==> config.mk <==
export PLATFORM = sky130hd
export DESIGN_NAME = fir_ch_cell
export DESIGN_NICKNAME = d
export VERILOG_FILES = /design/src/rtl/fir_ch_pkg.sv /design/src/rtl/fir_ch_cell.sv
export SDC_FILE = /design/constraint.sdc
export NUM_CORES = 1
export LEC_CHECK = 0
export ABC_AREA = 0
export ABC_CLOCK_PERIOD_IN_PS = 1800
export BUFFER_PORTS_ARGS = -buffer_cell sky130_fd_sc_hd__buf_2
export CORE_ASPECT_RATIO = 0.5
export CORE_UTILIZATION = 41
export CTS_CLUSTER_DIAMETER = 100
export CTS_CLUSTER_SIZE = 25
export DETAILED_ROUTE_END_ITERATION = 10
export GPL_ROUTABILITY_DRIVEN = 0
export GPL_TIMING_DRIVEN = 0
export PLACE_DENSITY = 0.89
export SYNTH_ARGS = -nofsm -noshare
export SYNTH_HDL_FRONTEND = slang
export SYNTH_SLANG_ARGS = --single-unit
==> constraint.sdc <==
create_clock -name clk -period 1.8 [get_ports clk]
set_input_delay 0.09 -clock clk [delete_from_list [all_inputs] [get_ports clk]]
set_output_delay 0.09 -clock clk [all_outputs]
set_load 0.005 [all_outputs]
==> src/rtl/fir_ch_pkg.sv <==
package fir_ch_pkg;

  localparam int DEF_MAX_TAPS     = 64;
  localparam int DEF_SAMPLE_WIDTH = 16;

  localparam int FUNC_W      = 2;
  localparam int COEF_IDX_W  = 6;
  localparam int TAP_COUNT_W = 7;
  localparam int CFG_ADDR_W  = 3;
  localparam int CFG_DATA_W  = 32;

  localparam logic [FUNC_W-1:0] FUNC_FILTER = 2'd0;
  localparam logic [FUNC_W-1:0] FUNC_LOAD   = 2'd1;
  localparam logic [FUNC_W-1:0] FUNC_FLUSH  = 2'd2;

  localparam logic [TAP_COUNT_W-1:0] TAP_COUNT_RST = 7'd64;

  // register index, taken from paddr above the byte offset
  localparam logic [CFG_ADDR_W-3:0] REG_TAP_COUNT = 1'b0;

  typedef enum logic [1:0] {
    ST_IDLE,
    ST_RUN,
    ST_DRAIN,
    ST_DONE
  } fir_ch_state_t;

  // per-cycle commands broadcast to every cell
  typedef struct packed {
    logic start;
    logic load;
    logic flush;
    logic shift;
  } fir_ch_ctrl_t;

endpackage

==> src/rtl/fir_ch_cell.sv <==
module fir_ch_cell #(
  parameter int MAX_TAPS     = fir_ch_pkg::DEF_MAX_TAPS,
  parameter int SAMPLE_WIDTH = fir_ch_pkg::DEF_SAMPLE_WIDTH,
  parameter int K            = 0,
  localparam int PW = (MAX_TAPS > 1) ? $clog2(MAX_TAPS) : 1,
  localparam int TW = $clog2(MAX_TAPS + 1)
) (
  input  logic                                   clk,
  input  logic                                   rst_n,
  input  fir_ch_pkg::fir_ch_ctrl_t               ctrl,
  input  logic signed [SAMPLE_WIDTH-1:0]         sample,
  input  logic [PW-1:0]                          pos,
  input  logic [fir_ch_pkg::COEF_IDX_W-1:0]      ld_idx,
  input  logic signed [SAMPLE_WIDTH-1:0]         ld_val,
  input  logic [TW-1:0]                          taps,
  input  logic signed [SAMPLE_WIDTH-1:0]         coef_in,
  input  logic                                   tok_in,
  input  logic                                   tok_wrap,
  output logic signed [SAMPLE_WIDTH-1:0]         coef_out,
  output logic                                   tok_out,
  output logic signed [SAMPLE_WIDTH-1:0]         rd_out
);

  logic signed [SAMPLE_WIDTH-1:0] hist_r;
  logic signed [SAMPLE_WIDTH-1:0] coef_r;
  logic                           tok_r;
  logic                           idx_hit;
  logic                           pos_hit;
  logic                           wrap_hit;

  // coefficient index reduced modulo the cell count
  always_comb begin
    idx_hit = 1'b0;
    for (int m = 0; m < (1 << fir_ch_pkg::COEF_IDX_W); m++) begin
      if ((m % MAX_TAPS) == K && ld_idx == fir_ch_pkg::COEF_IDX_W'(m)) begin
        idx_hit = 1'b1;
      end
    end
  end

  assign pos_hit  = (pos == PW'(K));
  assign wrap_hit = (taps == TW'(K + 1));

  always_ff @(posedge clk) begin
    if (!rst_n) begin
      hist_r <= '0;
    end else if (ctrl.flush) begin
      hist_r <= '0;
    end else if (ctrl.start && pos_hit) begin
      hist_r <= sample;
    end
  end

  always_ff @(posedge clk) begin
    if (!rst_n) begin
      coef_r <= '0;
    end else if (ctrl.load && idx_hit) begin
      coef_r <= ld_val;
    end else if (ctrl.shift) begin
      coef_r <= coef_in;
    end
  end

  // read token walks down and wraps from cell 0 to the last tap in use
  always_ff @(posedge clk) begin
    if (!rst_n) begin
      tok_r <= 1'b0;
    end else if (ctrl.start) begin
      tok_r <= pos_hit;
    end else if (ctrl.shift) begin
      tok_r <= tok_in | (wrap_hit & tok_wrap);
    end
  end

  assign coef_out = coef_r;
  assign tok_out  = tok_r;
  assign rd_out   = tok_r ? hist_r : '0;

endmodule

==> impl_metrics.ini, run 1 <==
[status]
status = finished clean

[cells_and_area]
n_fill_cell = 319
final_area_um2 = 2297
antenna_cells = 0
nets = 366
final_cells = 343
synthToLayoutAreaGrowth_pct = 42.99
drive_above_1_share = 0.4041

[setup_path]
r2r_slack_ps = 930
start_kind = flop
crit_fanout = 10
critPathKind = flop to output port
cp.arrival_ps = 1360
worstPathRequired_ps = 1710
end_kind = output port

[timing]
timing.clock.skew_ps = 0
rsz0062_at_grt = false
max_freq_ghz = 0.6917
period_share = 0.8031
postLayoutSetupSlackWorst_ps = 354.4
finalSetupViolations = 0
fin_crit_ps = 1446
slew_headroom = 0.4560
hold-worst-slack_ps = 43.68
worst-slew-pin-transition_ps = 809.7
drv_slew = 0
fin_tns_setup_ps = 0
hold_violations = 0

[cts]
cts_made_buffers = 5
root_buffer = clkbuf_8
clk_latency_ps = 280
cts_tree = yes
clockBufferDepth = 2
cts_resized = 0
clk_pin_slew_ps = 70
cts_num_sinks = 33
ctsHtreeMaxLevel = 2
cts_setup_buffers = 0
hold_buffers = 0

[detailed_routing]
dr.pass1.iters = 4
drt-total-wl_um = 4667
routed-via-count = 1773
first_iter_violations = 37
routed_via_density = 5.169
ant_nets = 0
post_drt_wl_per_cell_um = 13.61
drc = 0

[global_routing]
grt_use_total = 0.2167
grt_max_degree = 11
grt_pass1_wl_um = 7031
grt_pass1_vias = 1720
grt_antenna_before_repair = 0
grt-ovfl-total = 0

[placement]
post-place-ws_ps = 79.07
port_buffers = 105
place_area_um2 = 2196
dp.cells = 335
place_hpwl_um = 3491

[synthesis]
synth_fp_nets = 254
ys_warn_count = 0
synthCells = 179
synth.ff_latch_count = 33
avgSynthCellArea_um2 = 8.975
syn-cell-area_um2 = 1607
ys_seq_area_frac = 0.4112
yosysUniqueCellTypes = 23

[power]
p_per_area_nw_per_um2 = 696.6
power_leakage_uw = 0.001174
ir_drop_uv = 336.7

[floorplan]
die_h_um = 46.27
rows = 15
start_util = 0.4482
die_x_um = 90.53
io_pins = 108
die-area_um2 = 4188
core_um2 = 3585

[job]
maxCapViolCount = 0

[worst_hold_path]
hp-class = primary input to flop
[synth_stat cells]
library cell	n	area share
a21boi_0	1	0.0047
o31ai_1	1	0.0047
and2_1	16	0.062
a211oi_1	1	0.0047
clkbuf_2	1	0.0031
nor3_1	1	0.0031
nor4b_2	1	0.0093
or4b_1	2	0.012
dfxtp_1	33	0.41
o211a_1	16	0.10
mux2i_1	16	0.10
o21ai_0	32	0.10
or3_1	2	0.0078
buf_6	2	0.014
buf_2	1	0.0031
nand2_1	1	0.0023
nor4b_1	2	0.011
nand2b_1	2	0.0078
nand3_1	16	0.050
a21oi_1	17	0.053
clkbuf_1	12	0.028
or2_1	1	0.0039
buf_1	2	0.0047
[report_power, final]
group | switching (µW) | leakage [µW] | internal [µW]
Sequential | 13.6 | 0.000269 | 754
Combinational | 102 | 0.000851 | 121
Clock | 264 | 0.0000542 | 345
Total | 380 | 0.00117 | 1220
[routing by layer]
| metal | vias up | GRT usage | part of all wire |
|---|---|---|---|
| met5 | - | 0 | 0 |
| met1 | 829 | 0.2273 | 0.42 |
| met2 | 54 | 0.4212 | 0.52 |
| met3 | 9 | 0.05611 | 0.043 |
| met4 | 0 | 0.1194 | 0.012 |
| li1 | 881 | - | - |
[final cells by class]
class	instances	area (µm²)	share of cell area
clock buffer	7	96.34	0.04194
tap	51	63.81	0.02778
clock inverter	1	5.005	0.002179
sequential	33	660.6	0.2876
buffer	18	85.08	0.03704
multi-input combinational	128	860.8	0.3747
timing repair buffer	105	525.5	0.2288
[worst paths after layout]
path / startpoint / to / depth (start not counted)
min reg2reg: hist_r[8] / hist_r[8] / 2
max: tok_out / rd_out[5] / 3
min: ld_val[8] / coef_out[8] / 2
max reg2reg: tok_out / tok_out / 2
[registers in the layout, summed over array words and instances, names as in the netlist]
name      count
coef_out     16
hist_r       16
tok_out       1
[cell families after synthesis]
kind of cell	count (synthesis)	share of synthesized area
compound gates	68	0.2664
buf+inv	18	0.05295
flops	33	0.4112
mux	16	0.09969
simple gates	44	0.1698
[critical path, cell delays in order (launching register included)]
cell and delay (ps):
dfxtp_1 490, clkbuf_1 300, and2_1 180, buf_2 110
[placed cells by master (no fill, tap or decap), types with 7 or more instances in the layout]
cell type,instances
dfxtp_1,33
nand3_1,16
buf_2,106
o21ai_0,32
mux2i_1,16
clkbuf_8,7
a21oi_1,17
o211a_1,16
clkbuf_1,12
and2_1,16
[per-stage QoR]
| stage | power [µW] | util |
|---|---|---|
| final | 1600 | 0.6408 |
| after global routing | 1668 | 0.6408 |
| after CTS | 1607 | 0.6408 |
| after detailed placement | 1006 | 0.6126 |
| after global placement | 997.3 | 0.6126 |
| after floorplan | 881.8 | - |
(Power assumes the default switching activity.)
==> run 2: changes to the inputs <==
Settings changed: ABC_CLOCK_PERIOD_IN_PS 1800 to 1300, CORE_UTILIZATION 41 to 37, PLACE_DENSITY 0.89 to 0.85.
Clock period 1.8 ns to 1.3 ns, I/O delays scaled along.
==> run 2 against run 1 <==
  * Register-to-register slack worse by 440 ps
  * Setup slack worse by 290 ps
  * Sequential share of layout area fell by 1.0 points
  * Critical path depth up 3
  * Critical endpoint is now coef_out[0]
==> impl_metrics.ini, run 2 (synthesis gave the netlist of run 1 again) <==
[placement]
port_buffers = 105
place_area_um2 = 2200
place_hpwl_um = 3462
post-place-ws_ps = -367.6
dp.cells = 338

[detailed_routing]
dr.pass1.iters = 4
routed_via_density = 5.123
ant_nets = 0
drt-total-wl_um = 4690
drc = 0
post_drt_wl_per_cell_um = 13.44
routed-via-count = 1788
first_iter_violations = 70

[timing]
rsz0062_at_grt = false
postLayoutSetupSlackWorst_ps = 65.10
timing.clock.skew_ps = 0
period_share = 0.9499
drv_slew = 0
worst-slew-pin-transition_ps = 667.7
fin_crit_ps = 1235
fin_tns_setup_ps = 0
hold_violations = 0
max_freq_ghz = 0.8098
slew_headroom = 0.5549
hold-worst-slack_ps = 15.17
finalSetupViolations = 0

[setup_path]
cpMostUsedCell = buf_6
r2r_slack_ps = 490
cp.arrival_ps = 1410
crit_path_top_delay_cell = or4b_4
r2r_start = coef_out[8]
r2r_cells = 3
r2r-end = coef_out[8]
end_kind = flop
slowest_delay_ps = 530
worstPathRequired_ps = 1470
start_kind = primary input
critPathKind = primary input to flop
crit_fanout = 5
crit_chain = buf_6 -> or4b_4 -> or2_1 -> buf_6 -> buf_16 -> o211a_1

[global_routing]
grt_pass1_wl_um = 7721
grt_max_degree = 12
grt_antenna_before_repair = 0
grt_pass1_vias = 1809
grt_use_total = 0.2107
grt-ovfl-total = 0

[cts]
clockBufferDepth = 2
root_buffer = clkbuf_8
cts_made_buffers = 5
clk_latency_ps = 270
ctsHtreeMaxLevel = 2
clk_pin_slew_ps = 70
cts_num_sinks = 33
cts_tree = yes
hold_buffers = 0

[cells_and_area]
final-seq-area_um2 = 661.9
final_area_um2 = 2387
final_cells = 349
nets = 369
antenna_cells = 0
multi_input_area_um2 = 878.3
mostFrequentLayoutCells = 105 x buf_2, 32 x o21ai_0, 32 x dfxtp_1
synthToLayoutAreaGrowth_pct = 48.60
final_common_cell = buf_2
drive_above_1_share = 0.4339
n_fill_cell = 343

[floorplan]
rows = 16
io_pins = 108
start_util = 0.3993
die_h_um = 48.60
die-area_um2 = 4626
core_um2 = 4024
die_x_um = 95.19

[worst_hold_path]
holdCritStartpoint = ld_val[0]
whs_endpoint = coef_out[0]
hold_depth = 2
hp-class = primary input to flop

[power]
ir_drop_uv = 548.9
p_per_area_nw_per_um2 = 931.6
power_leakage_uw = 0.001221

[status]
status = finished clean

[job]
maxCapViolCount = 0
## run 2: layer usage
layer	track usage	routed length [µm]	vias to the layer above
met5	0	0	-
met4	0.08586	80	0
met3	0.04403	211	11
met2	0.3905	2516	61
met1	0.2322	1881	832
li1	-	-	884
## run 2: critical path: cells and delay by family
family / cells / cell delay, ps
and+or+nand+nor: 2 / 780
buffers and inverters: 3 / 360
AOI/OAI and AO/OA: 1 / 210
## run 2: worst max-delay path by stage
stage,end,depth (start not counted),slack [ps],start
2_1_floorplan,coef_out[0],6,-180,ld_idx[2]
3_3_place_gp,coef_out[13],7,-330,ld_idx[2]
3_5_place_dp,coef_out[8],7,-370,ld_idx[2]
4_1_cts,coef_out[8],7,-30,ld_idx[4]
5_1_grt,rd_out[9],3,5,tok_out
6_report,coef_out[0],6,70,ld_idx[4]
## run 2: where the power goes
group | switching (µW) | total [µW] | internal (µW) | leakage, µW
clock network | 360 | 838 | 478 | 0.0000542
registers | 19.4 | 1060 | 1040 | 0.000270
logic | 146 | 322 | 175 | 0.000898
total | 526 | 2220 | 1700 | 0.00122
## run 2: area by class of cell
| type | instances | share of cell area |
|---|---|---|
| clock buffers | 7 | 0.04036 |
| multi-input cells | 128 | 0.3679 |
| repair buffers | 112 | 0.2531 |
| plain buffers | 14 | 0.03092 |
| clock inverters | 1 | 0.002096 |
| well taps | 54 | 0.02830 |
| flip-flops and latches | 33 | 0.2773 |
## run 2: stage by stage
| stage | total power [µW] | utilization |
|---|---|---|
| global route | 2322 | 0.5933 |
| global placement | 1383 | 0.5466 |
| floorplan | 1221 | - |
| finish | 2224 | 0.5933 |
| CTS | 2238 | 0.5973 |
| detailed placement | 1394 | 0.5466 |
## run 2: repair_timing
action,in CTS,in global routing
setup endpoints to repair,30,34
gates resized for setup,8,2
cloned,1,0
pin swaps,2,1
setup buffers,6,0
==> run 3: changes to the inputs <==
--- a/config.mk
+++ b/config.mk
@@ -7,8 +7,9 @@
 export LEC_CHECK = 0
 export ABC_AREA = 0
-export ABC_CLOCK_PERIOD_IN_PS = 1300
+export ABC_CLOCK_PERIOD_IN_PS = 1500
 export BUFFER_PORTS_ARGS = -buffer_cell sky130_fd_sc_hd__buf_2
 export CORE_ASPECT_RATIO = 0.5
-export CORE_UTILIZATION = 37
+export CORE_MARGIN = 3
+export CORE_UTILIZATION = 44
 export CTS_CLUSTER_DIAMETER = 100
 export CTS_CLUSTER_SIZE = 25
@@ -16,5 +17,5 @@
 export GPL_ROUTABILITY_DRIVEN = 0
 export GPL_TIMING_DRIVEN = 0
-export PLACE_DENSITY = 0.85
+export PLACE_DENSITY = 0.94
 export SYNTH_ARGS = -nofsm -noshare
 export SYNTH_HDL_FRONTEND = slang
==> constraint.sdc (replaced) <==
create_clock -name clk -period 1.5 [get_ports clk]
set_input_delay 0.3 -clock clk [delete_from_list [all_inputs] [get_ports clk]]
set_output_delay 0.3 -clock clk [all_outputs]
set_load 0.005 [all_outputs]
==> run 3 against run 2 <==
  * Flip-flop and latch count unchanged
  * Core utilization increased by 13 points
  * Final area decreased by 2.0%
  * Count of clock-buffer cells in the layout decreased by 2
  * Power decreased by 19%
  * Clock skew unchanged
  * Sequential share of layout area increased by 0.58 points
  * Combinational power decreased by 15%
  * Cell count decreased by 3.4%
  * Routed wire length increased by 4.6%
  * Sequential power decreased by 13%
==> impl_metrics.ini, run 3 (synthesis gave the netlist of run 1 again) <==
[status]
status = finished clean

[cts]
root_buffer = clkbuf_8
cts_made_buffers = 5
clk_pin_slew_ps = 60
clk_latency_ps = 270
ctsHtreeMaxLevel = 2
cts_num_sinks = 33
cts_tree = yes
clockBufferDepth = 2

[setup_path]
crit_path_top_delay_cell = or4b_4
crit_chain = buf_6 -> or4b_4 -> or2_1 -> buf_6 -> buf_16 -> o211a_1
worstPathRequired_ps = 1680
cp.arrival_ps = 1660
cpMostUsedCell = buf_6
startpoint = ld_idx[4]
crit_family = simple AND/OR/NAND/NOR gates
crit_fanout = 5
r2r_start = tok_out
path_buf_inv = 3
end_kind = flop
slowest_delay_ps = 550
critPathKind = primary input to flop
start_kind = primary input

[timing]
timing.clock.skew_ps = 0
fin_tns_setup_ps = 0
slew_headroom = 0.6510
hold-worst-slack_ps = 245.4
finalSetupViolations = 0
drv_slew = 0
fin_crit_ps = 1480
worst-slew-pin-transition_ps = 520.7
hold_violations = 0
max_freq_ghz = 0.6758
rsz0062_at_grt = true
period_share = 0.9865

[cells_and_area]
drive_above_1_share = 0.4256
synthToLayoutAreaGrowth_pct = 45.56
final-seq-area_um2 = 661.9
n_fill_cell = 239
multi_input_area_um2 = 878.3
antenna_cells = 0
final_area_um2 = 2338
fin_util = 0.7216
nets = 365
mostFrequentLayoutCells = 106 x buf_2, 32 x dfxtp_1, 31 x o21ai_0
final_common_cell = buf_2

[detailed_routing]
post_drt_wl_per_cell_um = 14.55
ant_nets = 0
routed-via-count = 1774
routed_via_density = 5.264
dr.pass1.iters = 4
first_iter_violations = 60
drt-total-wl_um = 4905
drc = 0

[placement]
place_area_um2 = 2192
port_buffers = 105
place_hpwl_um = 3649

[power]
p_comb_frac = 0.153
p_per_area_nw_per_um2 = 769.9
p_int_uw = 1361
swShare = 0.2443
power_leakage_uw = 0.001198
switching_power_uw = 439.9
ir_drop_uv = 524.4
pwr-share-seq = 0.513
finalPower_uw = 1801
clkPwrFrac = 0.334

[global_routing]
grt-ovfl-total = 0
grt_antenna_before_repair = 0
grt_pass1_wl_um = 7817
use_met1 = 0.2204
grt_util_met2 = 0.4160
grt_max_degree = 11
use_met3 = 0.06502
grt_pass1_vias = 1784
busiest_layer = met2
grt_use_total = 0.2157

[worst_hold_path]
holdCritStartpoint = ld_val[10]
hp-class = primary input to flop

[floorplan]
rows = 14
die-area_um2 = 4456
start_util = 0.4958
die_x_um = 91.46
core_um2 = 3241
die_h_um = 48.73
io_pins = 108

[job]
maxCapViolCount = 0
run 3: layer usage:
layer  share of wire  wire length [µm]  vias to the layer above
li1                -                 -                      874
met1            0.38              1871                      839
met2            0.55              2707                       47
met3           0.045               221                       14
met4           0.021               105                        0
met5               0                 0                        -
run 3: layout make-up:
| class | instances | area share |
|---|---|---|
| flip-flops and latches | 33 | 0.2830 |
| clock buffers | 5 | 0.02943 |
| clock inverters | 1 | 0.002140 |
| repair buffers | 109 | 0.2541 |
| multi-input cells | 128 | 0.3756 |
| plain buffers | 13 | 0.02996 |
| well taps | 48 | 0.02568 |
run 3: worst reg2reg max path, cell delays in order (launching register included):
cell and delay, ps:
dfxtp_2 480, o31ai_1 130, a211oi_1 170
run 3: path summary, 6_finish.rpt:
path	end	slack (ps)	cells past startpoint
min	coef_out[10]	250	2
max	coef_out[10]	20	6
min reg2reg	hist_r[10]	470	2
max reg2reg	tok_out	640	2
run 3: power by group through the flow:
| stage | registers [µW] | clock network [µW] | logic (µW) |
|---|---|---|---|
| 6_report | 924 | 602 | 275 |
| 5_1_grt | 927 | 662 | 302 |
| 4_1_cts | 921 | 607 | 280 |
| 3_5_place_dp | 940 | 0 | 268 |
| 3_3_place_gp | 938 | 0 | 257 |
| 2_1_floorplan | 942 | 0 | 116 |
run 3: timing repair:
action                     4_1_cts  5_1_grt
hold endpoints to repair         0        0
setup endpoints to repair       30       35
hold buffers                     0        0
buffers inserted                 3        0
gates resized for setup          9        5
pin swaps                        2        0
gates cloned                     1        0
run 3: through the flow:
| step | cells | setup slack, ps |
|---|---|---|
| floorplan | 179 | -213.3 |
| global placement | 332 | -369.7 |
| detailed placement | 332 | -404.0 |
| CTS | 342 | -81.21 |
| global route | 337 | -25.88 |
| finish | 337 | 20.25 |
