===== src/rtl/fir_ch_pkg.sv =====
package fir_ch_pkg;

  localparam int DEF_MAX_TAPS     = 64;
  localparam int DEF_SAMPLE_WIDTH = 16;

  localparam int FUNC_W      = 2;
  localparam int COEF_IDX_W  = 6;
  localparam int TAP_COUNT_W = 7;
  localparam int CFG_ADDR_W  = 3;
  localparam int CFG_DATA_W  = 32;

  localparam logic [FUNC_W-1:0] FUNC_FILTER = 2'd0;
  localparam logic [FUNC_W-1:0] FUNC_LOAD   = 2'd1;
  localparam logic [FUNC_W-1:0] FUNC_FLUSH  = 2'd2;

  localparam logic [TAP_COUNT_W-1:0] TAP_COUNT_RST = 7'd64;

  // register index, taken from paddr above the byte offset
  localparam logic [CFG_ADDR_W-3:0] REG_TAP_COUNT = 1'b0;

  typedef enum logic [1:0] {
    ST_IDLE,
    ST_RUN,
    ST_DRAIN,
    ST_DONE
  } fir_ch_state_t;

  // per-cycle commands broadcast to every cell
  typedef struct packed {
    logic start;
    logic load;
    logic flush;
    logic shift;
  } fir_ch_ctrl_t;

endpackage


===== src/rtl/fir_ch_mac.sv =====
module fir_ch_mac #(
  parameter int MAX_TAPS     = fir_ch_pkg::DEF_MAX_TAPS,
  parameter int SAMPLE_WIDTH = fir_ch_pkg::DEF_SAMPLE_WIDTH
) (
  input  logic                           clk,
  input  logic                           rst_n,
  input  logic                           clr,
  input  logic                           vld,
  input  logic signed [SAMPLE_WIDTH-1:0] hist,
  input  logic signed [SAMPLE_WIDTH-1:0] coef,
  output logic signed [SAMPLE_WIDTH-1:0] result,
  output logic                           sat
);

  localparam int PROD_W   = 2 * SAMPLE_WIDTH;
  localparam int ACC_FULL = PROD_W + $clog2(MAX_TAPS) + 1;
  localparam int ACC_W    = (ACC_FULL > 64) ? 64 : ACC_FULL;
  localparam int FRAC     = SAMPLE_WIDTH - 1;

  localparam logic signed [ACC_W-1:0] HALF = ACC_W'(1) << (FRAC - 1);
  localparam logic signed [ACC_W-1:0] MAXV = (ACC_W'(1) << FRAC) - ACC_W'(1);
  localparam logic signed [ACC_W-1:0] MINV = ~MAXV;

  logic signed [SAMPLE_WIDTH-1:0] a_r;
  logic signed [SAMPLE_WIDTH-1:0] b_r;
  logic                           v_r;
  logic signed [PROD_W-1:0]       p_r;
  logic                           pv_r;
  logic signed [ACC_W-1:0]        acc_r;
  logic signed [ACC_W-1:0]        rnd;
  logic signed [ACC_W-1:0]        sh;

  always_ff @(posedge clk) begin
    a_r <= hist;
    b_r <= coef;
    p_r <= a_r * b_r;
  end

  always_ff @(posedge clk) begin
    if (!rst_n) begin
      v_r   <= 1'b0;
      pv_r  <= 1'b0;
      acc_r <= '0;
    end else begin
      v_r  <= vld;
      pv_r <= v_r;
      if (clr) begin
        acc_r <= '0;
      end else if (pv_r) begin
        acc_r <= acc_r + ACC_W'(p_r);
      end
    end
  end

  // round half up, then clip to the sample range
  always_comb begin
    rnd = acc_r + HALF;
    sh  = rnd >>> FRAC;
    if (sh > MAXV) begin
      result = MAXV[SAMPLE_WIDTH-1:0];
      sat    = 1'b1;
    end else if (sh < MINV) begin
      result = MINV[SAMPLE_WIDTH-1:0];
      sat    = 1'b1;
    end else begin
      result = sh[SAMPLE_WIDTH-1:0];
      sat    = 1'b0;
    end
  end

endmodule

===== config.mk =====
export PLATFORM = sky130hd
export DESIGN_NAME = fir_ch_mac
export DESIGN_NICKNAME = d
export VERILOG_FILES = /design/src/rtl/fir_ch_pkg.sv /design/src/rtl/fir_ch_mac.sv
export SDC_FILE = /design/constraint.sdc
export NUM_CORES = 1
export LEC_CHECK = 0
export ABC_AREA = 0
export BUFFER_PORTS_ARGS = -buffer_cell sky130_fd_sc_hd__buf_2
export CAP_MARGIN = 20
export CORE_MARGIN = 1.5
export CORE_UTILIZATION = 49
export DETAILED_ROUTE_END_ITERATION = 10
export MAX_ROUTING_LAYER = met4
export PLACE_DENSITY_LB_ADDON = 0.15
export SETUP_SLACK_MARGIN = 0.3
export SLEW_MARGIN = 20
export SYNTH_ARGS = -nofsm -noshare
export SYNTH_HDL_FRONTEND = slang
export SYNTH_SLANG_ARGS = --single-unit

===== constraint.sdc =====
create_clock -name clk -period 9.1 [get_ports clk]
set_input_delay 1.365 -clock clk [delete_from_list [all_inputs] [get_ports clk]]
set_output_delay 1.365 -clock clk [all_outputs]
set_load 0.05 [all_outputs]

==> reports/summary.txt, run 1 <==
Post-cts resize count -> 0
Synth top area cells -> fa_1, dfxtp_1, ha_1
DP HPWL -> 27.56 mm
Largest net degree at the start of global routing -> 49
Worst path depth -> 22
Critical path buffer and inverter count -> 5
H-tree depth -> 3
Top cell type by total area after synthesis -> fa_1
Longest Clk Path Bufs -> 2
Remaining DRCs -> 0
Global Route Usage Sum -> 22.37%
End point of the critical path -> p_r[31]$_DFF_P_
Slew Viols, Final -> 0
Clock slew at reported path FFs -> 0.07 ns
Hold WC Path Type -> flip-flop to flip-flop
Final Hold Viols -> 0
Area grow syn2layout -> 5.467%
Ant. Diodes -> 0
IO Port Bufs -> 52
Relative slew margins -> 49.23%
Reg2reg end -> p_r[31]$_DFF_P_
Num rows -> 64
Kind of critical path -> flip-flop to flip-flop
Via count -> 10720
Post-synth EDFFs -> 0
IO Count -> 53
RSZ-0062 raised after global routing -> no
Fin util -> 52.65%
Routed WL -> 33.11 mm
CTS Hold Bufs -> 0
Synth top area share -> 34.39%
Status -> completed
Fillers -> 2852
Most used cell, CP -> fa_1
Cells after Synth -> 1695
Reg2reg setup slack -> 2.44 ns
Max_cap viols -> 0
Mean Syn Cell Area -> 9.032 um^2
Post-synth cell types -> 70
Clock buffer count from CTS -> 9
TritonCTS clock tree -> done
Die X -> 179.8 um
Share of layout cells above drive strength 1 -> 6.115%
Drt pass-1 iters -> 5
CP startpoint kind -> flip-flop
Syn_nets -> 2115
Area of the multi-input gates -> 11640 um^2
Period Utilization, post-route -> 73.24%
Crit path time final -> 6.665 ns
Synth Warn # -> 0
WP data required -> 9.35 ns
Post CTS Setup Buffer Count -> 0
Synthesized area -> 15310 um^2
Top Family by Delay on Critical Path -> adder cells
Total area of sequential cells -> 2103 um^2
Worst-path maximum fanout -> 16
Core area -> 30670 um^2
Register bit total from synthesis -> 105
First-pass GRT wire length -> 56.56 mm
GPL Wtd Cong -> 0.8879
Final ANT Viol Nets -> 0
Worst Setup SP -> a_r[15]$_DFF_P_
Worst skew pair latency -> 0.37 ns
Max Fclk -> 150.0 MHz
Async set-or-reset flop fraction in the synthesized netlist -> 0%
Fin Setup TNS -> 0 ns
Crit-path cells -> nand2_1 -> inv_1 -> fa_1 -> inv_1 -> fa_1 -> inv_1 -> fa_1 -> fa_1 -> fa_1 -> inv_1 -> fa_1 -> inv_1 -> ha_1 -> and3_1 -> a31oi_1 -> o21ai_1 -> a2111oi_4 -> nor2_2 -> a41o_1 -> a311oi_1 -> o21bai_1 -> xnor2_1
Sequential-to-total area share from yosys stat -> 13.73%
CP max stage cell -> dfxtp_1
Final net count -> 2134
Initial drt markers -> 450
Avg Vias per Cell -> 5.072
Top_reg_cell synth -> dfxtp_1
Die area -> 32310 um^2
Largest stage delay on the critical path -> 0.72 ns
Slew @ Worst Pin -> 0.7605 ns
Crit path DAT -> 6.91 ns
Root Buffer Master -> clkbuf_16
Worst R2R Path Depth -> 22
Drt wl/cell -> 15.67 um
Setup Skew -> 0.01013 ns
Chip height -> 179.8 um
Initial antenna violation count -> 0
Remaining Overflow, GRT -> 0
Vias in the first global route -> 11140
Worst Setup End Kind -> flip-flop
Endpoints failing setup -> 0
CTS Sinks -> 105
FF-to-FF Start -> a_r[15]$_DFF_P_
Starting Density -> 49.92%
-- synth_stat cells, types with 2 or more instances --
master    instances
o21bai_1          9
buf_1             2
nor2_1           67
o41ai_1           2
o21ai_1          10
a21o_1           26
nor3b_1           3
and3_1           10
and4_1            5
a31oi_1           7
o221ai_1          2
a211o_1           4
nand2_1         182
fa_1            263
a21oi_1          63
o21ai_0          43
a211oi_1         10
nor3_1            9
buf_12            2
and2_1          120
nor3_4            2
ha_1            121
o21ai_2          10
o21a_1           10
xnor2_1          56
and3_2            2
clkbuf_1         41
and3_4            2
xor2_1           29
dfxtp_1         105
nand3b_1          8
nor3_2            2
and2_4            2
o211ai_1          8
nand4_1           7
mux2i_1          22
nand2b_1         16
a21boi_1          2
nor2b_1           7
nand3_1          16
o211a_1           2
or3_1             3
inv_1           356
-- sequential cells by signal, summed over array words and instances (netlist names) --
signal / flops
acc_r: 39
p_r: 32
a_r: 16
b_r: 16
pv_r: 1
v_r: 1
-- worst reg2reg max path: cells and delay by family (launching register included) --
kind	cells	cell delay, ns
fa+ha+maj	7	3.20
compound gates	6	1.37
simple gates	3	0.56
buf+inv	5	0.58
flops	1	0.72
xor+xnor	1	0.13
-- routing by layer --
| metal | track usage, % | wire length [um] | vias up |
|---|---|---|---|
| li1 | - | - | 5281 |
| met1 | 31.12 | 16630 | 5190 |
| met2 | 34.00 | 14450 | 217 |
| met3 | 3.930 | 1522 | 29 |
| met4 | 5.367 | 509 | 0 |
| met5 | - | 0 | - |
-- per-stage QoR --
| stage | instance area, um^2 | hold slack (ns) | std cells | setup WS [ns] |
|---|---|---|---|---|
| 2_1_floorplan | 15310 | 0.4118 | 1695 | 2.924 |
| 3_3_place_gp | 15860 | 0.4333 | 2099 | 2.547 |
| 3_5_place_dp | 15860 | 0.4380 | 2099 | 2.435 |
| 4_1_cts | 16150 | 0.4576 | 2113 | 2.432 |
| 5_1_grt | 16150 | 0.4651 | 2113 | 1.922 |
| 6_report | 16150 | 0.4515 | 2113 | 2.435 |
-- kinds of logic after synthesis --
| logic type | synth area share [%] |
|---|---|
| buffers and inverters | 10.26 |
| XOR/XNOR | 4.969 |
| AO/OA/AOI/OAI | 9.521 |
| adder cells (fa/ha/maj) | 44.28 |
| AND/OR/NAND/NOR | 15.73 |
| multiplexers | 1.512 |
| flip-flops | 13.73 |
-- how the worst min path moves through the flow --
stage / end / depth (start not counted) / start
after floorplan: pv_r$_SDFF_PN0_ / 1 / v_r$_SDFF_PN0_
after global placement: pv_r$_SDFF_PN0_ / 1 / v_r$_SDFF_PN0_
after detailed placement: pv_r$_SDFF_PN0_ / 1 / v_r$_SDFF_PN0_
after CTS: pv_r$_SDFF_PN0_ / 1 / v_r$_SDFF_PN0_
after global routing: pv_r$_SDFF_PN0_ / 1 / v_r$_SDFF_PN0_
final: pv_r$_SDFF_PN0_ / 1 / v_r$_SDFF_PN0_
-- final cells by class --
type | count | share of cell area [%]
Clock inverter | 4 | 0.3410
Clock buffer | 10 | 1.418
Multi-Input combinational cell | 1186 | 72.07
Sequential cell | 105 | 13.03
Tap cell | 396 | 3.069
Timing Repair Buffer | 56 | 1.798
Inverter | 356 | 8.276
-- layout by cell type, fill, tap and decap left out, types with 3 or more instances in the layout --
cell       netlist  final
dfxtp_1        105    104
buf_2            0     52
a211o_1          4      4
o211ai_1         8      8
nand2_1        182    182
buf_4            1      4
nand4_1          7      7
nand3_1         16     16
nor2b_1          7      7
and4_1           5      5
o21bai_1         9      9
nand3b_1         8      8
clkbuf_16        0      9
and2_1         120    120
or3_1            3      3
a21o_1          26     26
o21a_1          10     10
a31oi_1          7      7
o21ai_2         10     10
nor2_1          67     67
and3_1          10     10
ha_1           121    121
a211oi_1        10     10
a21oi_1         63     63
nor3_1           9      9
o21ai_0         43     43
xnor2_1         56     56
inv_1          356    356
fa_1           263    263
nor3b_1          3      3
mux2i_1         22     22
xor2_1          29     29
nand2b_1        16     16
o21ai_1         10     10
Power of run 1 is left out: the tool's default activity adds up to more than one toggle a clock period on the data nets, which glitch-free logic cannot reach.
==> inputs of run 2 (changes only) <==
==> constraint.sdc (replaced) <==
create_clock -name clk -period 6.5 [get_ports clk]
set_input_delay 0.975 -clock clk [delete_from_list [all_inputs] [get_ports clk]]
set_output_delay 0.975 -clock clk [all_outputs]
set_load 0.05 [all_outputs]
==> reports/summary.txt, run 2 (synthesized netlist as in run 1, its figures left out) <==
Endpoints failing setup -> 0 (unchanged)
Share of layout cells above drive strength 1 -> 11.48% (+5.4 points)
Starting Density -> 49.92% (unchanged)
WP data required -> 6.73 ns (-2.62 ns)
WHS -> 0.4696 ns (+0.01805 ns)
Max_cap viols -> 0 (unchanged)
DP HPWL -> 27.92 mm (+1.3%)
CP startpoint kind -> flip-flop
H-tree depth -> 3 (unchanged)
Final ANT Viol Nets -> 0 (unchanged)
Remaining DRCs -> 0 (unchanged)
Clock slew at reported path FFs -> 0.10 ns (+0.03 ns)
GPL Wtd Cong -> 0.8923 (+0.50%)
Via count -> 11050 (+3.1%)
Worst Setup SP -> a_r[15]$_DFF_P_
Hold WC Path Type -> flip-flop to flip-flop
TritonCTS clock tree -> done
Initial antenna violation count -> 0 (unchanged)
Vias in the first global route -> 11450 (+2.8%)
Top reg by flops -> acc_r
Reg2reg setup slack -> 0.50 ns (-1.93 ns)
Area grow syn2layout -> 9.006%
Crit path DAT -> 6.23 ns (-0.68 ns)
Ant. Diodes -> 0 (unchanged)
Global Route Usage Sum -> 22.40% (+0.035 points)
Setup Skew -> 0.02229 ns (+0.01216 ns)
Core area -> 30670 um^2 (unchanged)
Area of the multi-input gates -> 11780 um^2 (+1.2%)
Period Utilization, post-route -> 92.28% (+19 points)
Drt wl/cell -> 15.73 um (+0.39%)
CTS Hold Bufs -> 0 (unchanged)
Largest net degree at the start of global routing -> 49 (unchanged)
Max Fclk -> 166.7 MHz (+11%)
End point of the critical path -> p_r[31]$_DFF_P_
Pre-CTS setup slack -> 0.08439 ns (-2.351 ns)
Most frequent cells in the layout -> inv_1, fa_1, nand2_1, and2_1, ha_1
Drt pass-1 iters -> 8 (+3)
Worst R2R Path Depth -> 21 (-4.5%)
Die X -> 179.8 um (unchanged)
Final Hold Viols -> 0 (unchanged)
Slew @ Worst Pin -> 0.6391 ns (-0.1214 ns)
Biggest regs -> acc_r: 39 flops, p_r: 32 flops
FF-to-FF Start -> a_r[15]$_DFF_P_
Initial drt markers -> 569 (+26%)
Longest Clk Path Bufs -> 2 (unchanged)
Kind of critical path -> flip-flop to flip-flop
Chip height -> 179.8 um (unchanged)
Worst skew pair latency -> 0.37 ns (about the same)
Remaining Overflow, GRT -> 0 (unchanged)
Avg Vias per Cell -> 5.129 (+1.1%)
IO Count -> 53 (unchanged)
Fin Setup TNS -> 0 ns (unchanged)
Hold Path Depth -> 1 (unchanged)
Root Buffer Master -> clkbuf_16
Die area -> 32310 um^2 (unchanged)
Final net count -> 2174 (+1.9%)
Total area of sequential cells -> 2188 um^2 (+4.0%)
IO Port Bufs -> 52 (unchanged)
Worst Setup End Kind -> flip-flop
RSZ-0062 raised after global routing -> no
Most common cell after layout, fill and taps aside -> inv_1
Clock buffer count from CTS -> 9 (unchanged)
Crit path time final -> 5.998 ns (-0.6663 ns)
Final WS setup -> 0.5017 ns (-1.934 ns)
Status -> completed
Routed WL -> 33.90 mm (+2.4%)
Relative slew margins -> 57.39% (+8.2 points)
Reg2reg end -> p_r[31]$_DFF_P_
Max FFs per register -> 39 (unchanged)
Fillers -> 2856 (+0.14%)
CTS Sinks -> 105 (unchanged)
Slew Viols, Final -> 0 (unchanged)
First-pass GRT wire length -> 57.47 mm (+1.6%)
Worst-path maximum fanout -> 7 (-9)
Num rows -> 64 (unchanged)
## run 2: changes by cell type in the layout (fill, tap and decap cells not counted), sizes merged
cell and delta:
buf +39, inv +3, clkinvlp +2, bufinv -1, clkinv -1
## run 2: how the worst min path moves through the flow
| stage | start | endpoint | slack, ns |
|---|---|---|---|
| 2_1_floorplan | v_r$_SDFF_PN0_ | pv_r$_SDFF_PN0_ | 0.41 |
| 3_3_place_gp | v_r$_SDFF_PN0_ | pv_r$_SDFF_PN0_ | 0.43 |
| 3_5_place_dp | v_r$_SDFF_PN0_ | pv_r$_SDFF_PN0_ | 0.45 |
| 4_1_cts | v_r$_SDFF_PN0_ | pv_r$_SDFF_PN0_ | 0.48 |
| 5_1_grt | v_r$_SDFF_PN0_ | pv_r$_SDFF_PN0_ | 0.49 |
| 6_report | v_r$_SDFF_PN0_ | pv_r$_SDFF_PN0_ | 0.47 |
## run 2: routing by layer
| layer | GRT usage, % | vias to the layer above | share of wire (%) |
|---|---|---|---|
| li1 | - | 5375 | - |
| met1 | 31.69 | 5402 | 50 |
| met2 | 34.80 | 249 | 44 |
| met3 | 3.160 | 26 | 5.0 |
| met4 | 3.667 | 0 | 1.1 |
| met5 | - | - | 0 |
## run 2: per-stage QoR
stage | std cells | utilization, % | cell area, um^2
2_1_floorplan | 1695 | - | 15310
3_3_place_gp | 2127 | 52.41 | 16070
3_5_place_dp | 2127 | 52.41 | 16070
4_1_cts | 2143 | 53.52 | 16410
5_1_grt | 2155 | 54.41 | 16690
6_report | 2155 | 54.41 | 16690
## run 2: cell type report
cell class                 count  area share (%)
clock buffer                   9           1.350
clock inverter                 7          0.4723
inverter                     356           8.007
multi-input combinational   1186           70.57
sequential                   105           13.11
tap                          396           2.969
timing repair buffer          96           3.524
## run 2: timing repair
item / in CTS / in global routing
setup endpoints to repair: 4 / 7
hold endpoints to repair: 0 / 0
pin swaps: 0 / 9
setup buffers: 0 / 12
gates resized for setup: 26 / 50
## run 2: critical path, stage by stage (launching register included)
cell and delay [ns]:
dfxtp_4 0.39, and2_1 0.19, fa_1 0.55, inv_2 0.07
fa_1 0.53, inv_1 0.05, fa_1 0.45, fa_1 0.50
fa_1 0.54, inv_1 0.05, fa_1 0.52, inv_1 0.04
ha_1 0.29, and3_1 0.21, a31oi_2 0.20, o21ai_2 0.10
a2111oi_4 0.34, nor2_4 0.08, a41o_1 0.29, a311oi_2 0.25
o21bai_1 0.10, xnor2_1 0.12
Power of run 2 is left out for the same reason.
==> inputs of run 3 (changes only) <==
--- a/config.mk
+++ b/config.mk
@@ -8,7 +8,6 @@
 export ABC_AREA = 0
 export BUFFER_PORTS_ARGS = -buffer_cell sky130_fd_sc_hd__buf_2
 export CAP_MARGIN = 20
-export CORE_MARGIN = 1.5
 export CORE_UTILIZATION = 49
 export DETAILED_ROUTE_END_ITERATION = 10
 export MAX_ROUTING_LAYER = met4
==> reports/summary.txt, run 3 (synthesized netlist as in run 1, its figures left out) <==
Die X -> 178.8 um (-0.56%)
Core area -> 30670 um^2 (unchanged)
Avg Vias per Cell -> 5.065 (-1.2%)
Ant. Diodes -> 0 (unchanged)
WHS Endpoint -> pv_r$_SDFF_PN0_
Worst Setup End Kind -> flip-flop
Biggest regs -> acc_r: 39 flops, p_r: 32 flops
Worst-path maximum fanout -> 7 (unchanged)
Starting Density -> 49.92% (unchanged)
Chip height -> 178.8 um (-0.56%)
Relative slew margins -> 57.78% (+0.38 points)
Slew Viols, Final -> 0 (unchanged)
Num rows -> 64 (unchanged)
CTS Hold Bufs -> 0 (unchanged)
Global Route Usage Sum -> 23.17% (+0.77 points)
FF-to-FF Start -> a_r[15]$_DFF_P_
Worst R2R Path Depth -> 21 (unchanged)
Initial antenna violation count -> 1 (+1)
Longest Clk Path Bufs -> 2 (unchanged)
Drt wl/cell -> 15.43 um (-1.9%)
Most used cell, CP -> fa_1
IO Port Bufs -> 52 (unchanged)
Vias in the first global route -> 11240 (-1.9%)
Crit path time final -> 6.005 ns (+0.006364 ns)
Root Buffer Master -> clkbuf_16
Reg2reg end -> p_r[31]$_DFF_P_
CTS Sinks -> 105 (unchanged)
Share of layout cells above drive strength 1 -> 11.58% (+0.094 points)
Endpoints failing setup -> 0 (unchanged)
Area of the multi-input gates -> 11760 um^2 (-0.17%)
Routed WL -> 33.30 mm (-1.8%)
Slew @ Worst Pin -> 0.6334 ns (-0.005742 ns)
Total area of sequential cells -> 2192 um^2 (+0.17%)
CP startpoint kind -> flip-flop
Hold Path Depth -> 1 (unchanged)
Clock buffer count from CTS -> 9 (unchanged)
Top reg by flops -> acc_r
Clock slew at reported path FFs -> 0.08 ns (-0.02 ns)
Via count -> 10930 (-1.1%)
Largest stage delay on the critical path -> 0.55 ns (about the same)
Most frequent cells in the layout -> inv_1, fa_1, nand2_1, and2_1, ha_1
Fin Setup TNS -> 0 ns (unchanged)
Crit-path cells -> and2_4 -> fa_1 -> inv_2 -> fa_1 -> inv_1 -> fa_1 -> fa_1 -> fa_1 -> inv_1 -> fa_1 -> inv_1 -> ha_1 -> and3_4 -> a31oi_2 -> o21ai_2 -> a2111oi_4 -> nor2_4 -> a41o_1 -> a311oi_1 -> o21bai_1 -> xnor2_1
Hold WC Path Type -> flip-flop to flip-flop
Max FFs per register -> 39 (unchanged)
Setup Skew -> 0.01786 ns (-0.004433 ns)
Fillers -> 2807 (-1.7%)
Remaining DRCs -> 0 (unchanged)
Max Fclk -> 166.5 MHz (-0.11%)
Final net count -> 2177 (+0.14%)
Critical path buffer and inverter count -> 4 (unchanged)
IO Count -> 53 (unchanged)
Drt pass-1 iters -> 4 (-4)
H-tree depth -> 3 (unchanged)
Largest net degree at the start of global routing -> 49 (unchanged)
DP HPWL -> 27.59 mm (-1.2%)
Most common cell after layout, fill and taps aside -> inv_1
Status -> completed
Remaining Overflow, GRT -> 0 (unchanged)
TritonCTS clock tree -> done
Crit path DAT -> 6.26 ns (+0.03 ns)
Die area -> 31960 um^2 (-1.1%)
First-pass GRT wire length -> 56.10 mm (-2.4%)
WHS -> 0.4505 ns (-0.01908 ns)
Final ANT Viol Nets -> 0 (unchanged)
Initial drt markers -> 562 (-1.2%)
Hold Startpoint -> v_r$_SDFF_PN0_
Max_cap viols -> 0 (unchanged)
Reg2reg setup slack -> 0.50 ns (about the same)
Top Family by Delay on Critical Path -> adder cells
Kind of critical path -> flip-flop to flip-flop
Worst skew pair latency -> 0.38 ns (about the same)
GPL Wtd Cong -> 0.8986 (+0.71%)
WP data required -> 6.76 ns (+0.03 ns)
RSZ-0062 raised after global routing -> no
Area grow syn2layout -> 9.113% (about the same)
Period Utilization, post-route -> 92.38% (+0.098 points)
CP max stage cell -> fa_1
Worst path depth -> 21 (unchanged)
Final Hold Viols -> 0 (unchanged)
[run 3: cell count changes in the layout (fill, tap and decap cells not counted), sizes merged]
| cell | before | now |
|---|---|---|
| buf | 95 | 98 |
| clkinv | 1 | 4 |
| clkinvlp | 2 | 0 |
| inv | 360 | 358 |
| bufinv | 0 | 1 |
[run 3: metal layers]
metal / global-route usage [%] / wire, um / vias to the layer above / share of wire (%)
met5: - / 0 / - / 0
met4: 5.579 / 510 / 0 / 1.5
met3: 3.329 / 1473 / 31 / 4.4
met2: 35.05 / 14670 / 259 / 44
met1: 32.76 / 16640 / 5256 / 50
li1: - / - / 5385 / -
[run 3: how the worst max path moves through the flow]
stage / startpoint / end
2_1_floorplan: a_r[15]$_DFF_P_ / p_r[31]$_DFF_P_
3_3_place_gp: a_r[15]$_DFF_P_ / p_r[31]$_DFF_P_
3_5_place_dp: a_r[9]$_DFF_P_ / p_r[31]$_DFF_P_
4_1_cts: a_r[15]$_DFF_P_ / p_r[31]$_DFF_P_
5_1_grt: b_r[11]$_DFF_P_ / p_r[31]$_DFF_P_
6_report: a_r[15]$_DFF_P_ / p_r[31]$_DFF_P_
[run 3: final cells by class]
cell class              instances  share of cell area [%]
clock buffers                   9                   1.348
clock inverters                 7                  0.5168
inverters                     356                   7.999
multi-input cells            1186                   70.38
flip-flops and latches        105                   13.12
well taps                     396                   2.966
repair buffers                 99                   3.670
[run 3: through the flow]
step                      area [um^2]  setup slack [ns]  util (%)  instances
after floorplan                 15310            0.3239         -       1695
after global placement          16090            0.1557     52.46       2129
after detailed placement        16090           0.08066     52.46       2129
after CTS                       16430            0.3066     53.58       2145
after global routing            16700            0.2054     54.47       2158
final                           16700            0.4953     54.47       2158
[run 3: repair_timing]
action                                  4_1_cts  5_1_grt
pin swaps                                     0       14
endpoints found under the setup margin        4        6
gates resized for setup                      24       51
setup buffers                                 0       13
Power of run 3 is left out for the same reason.
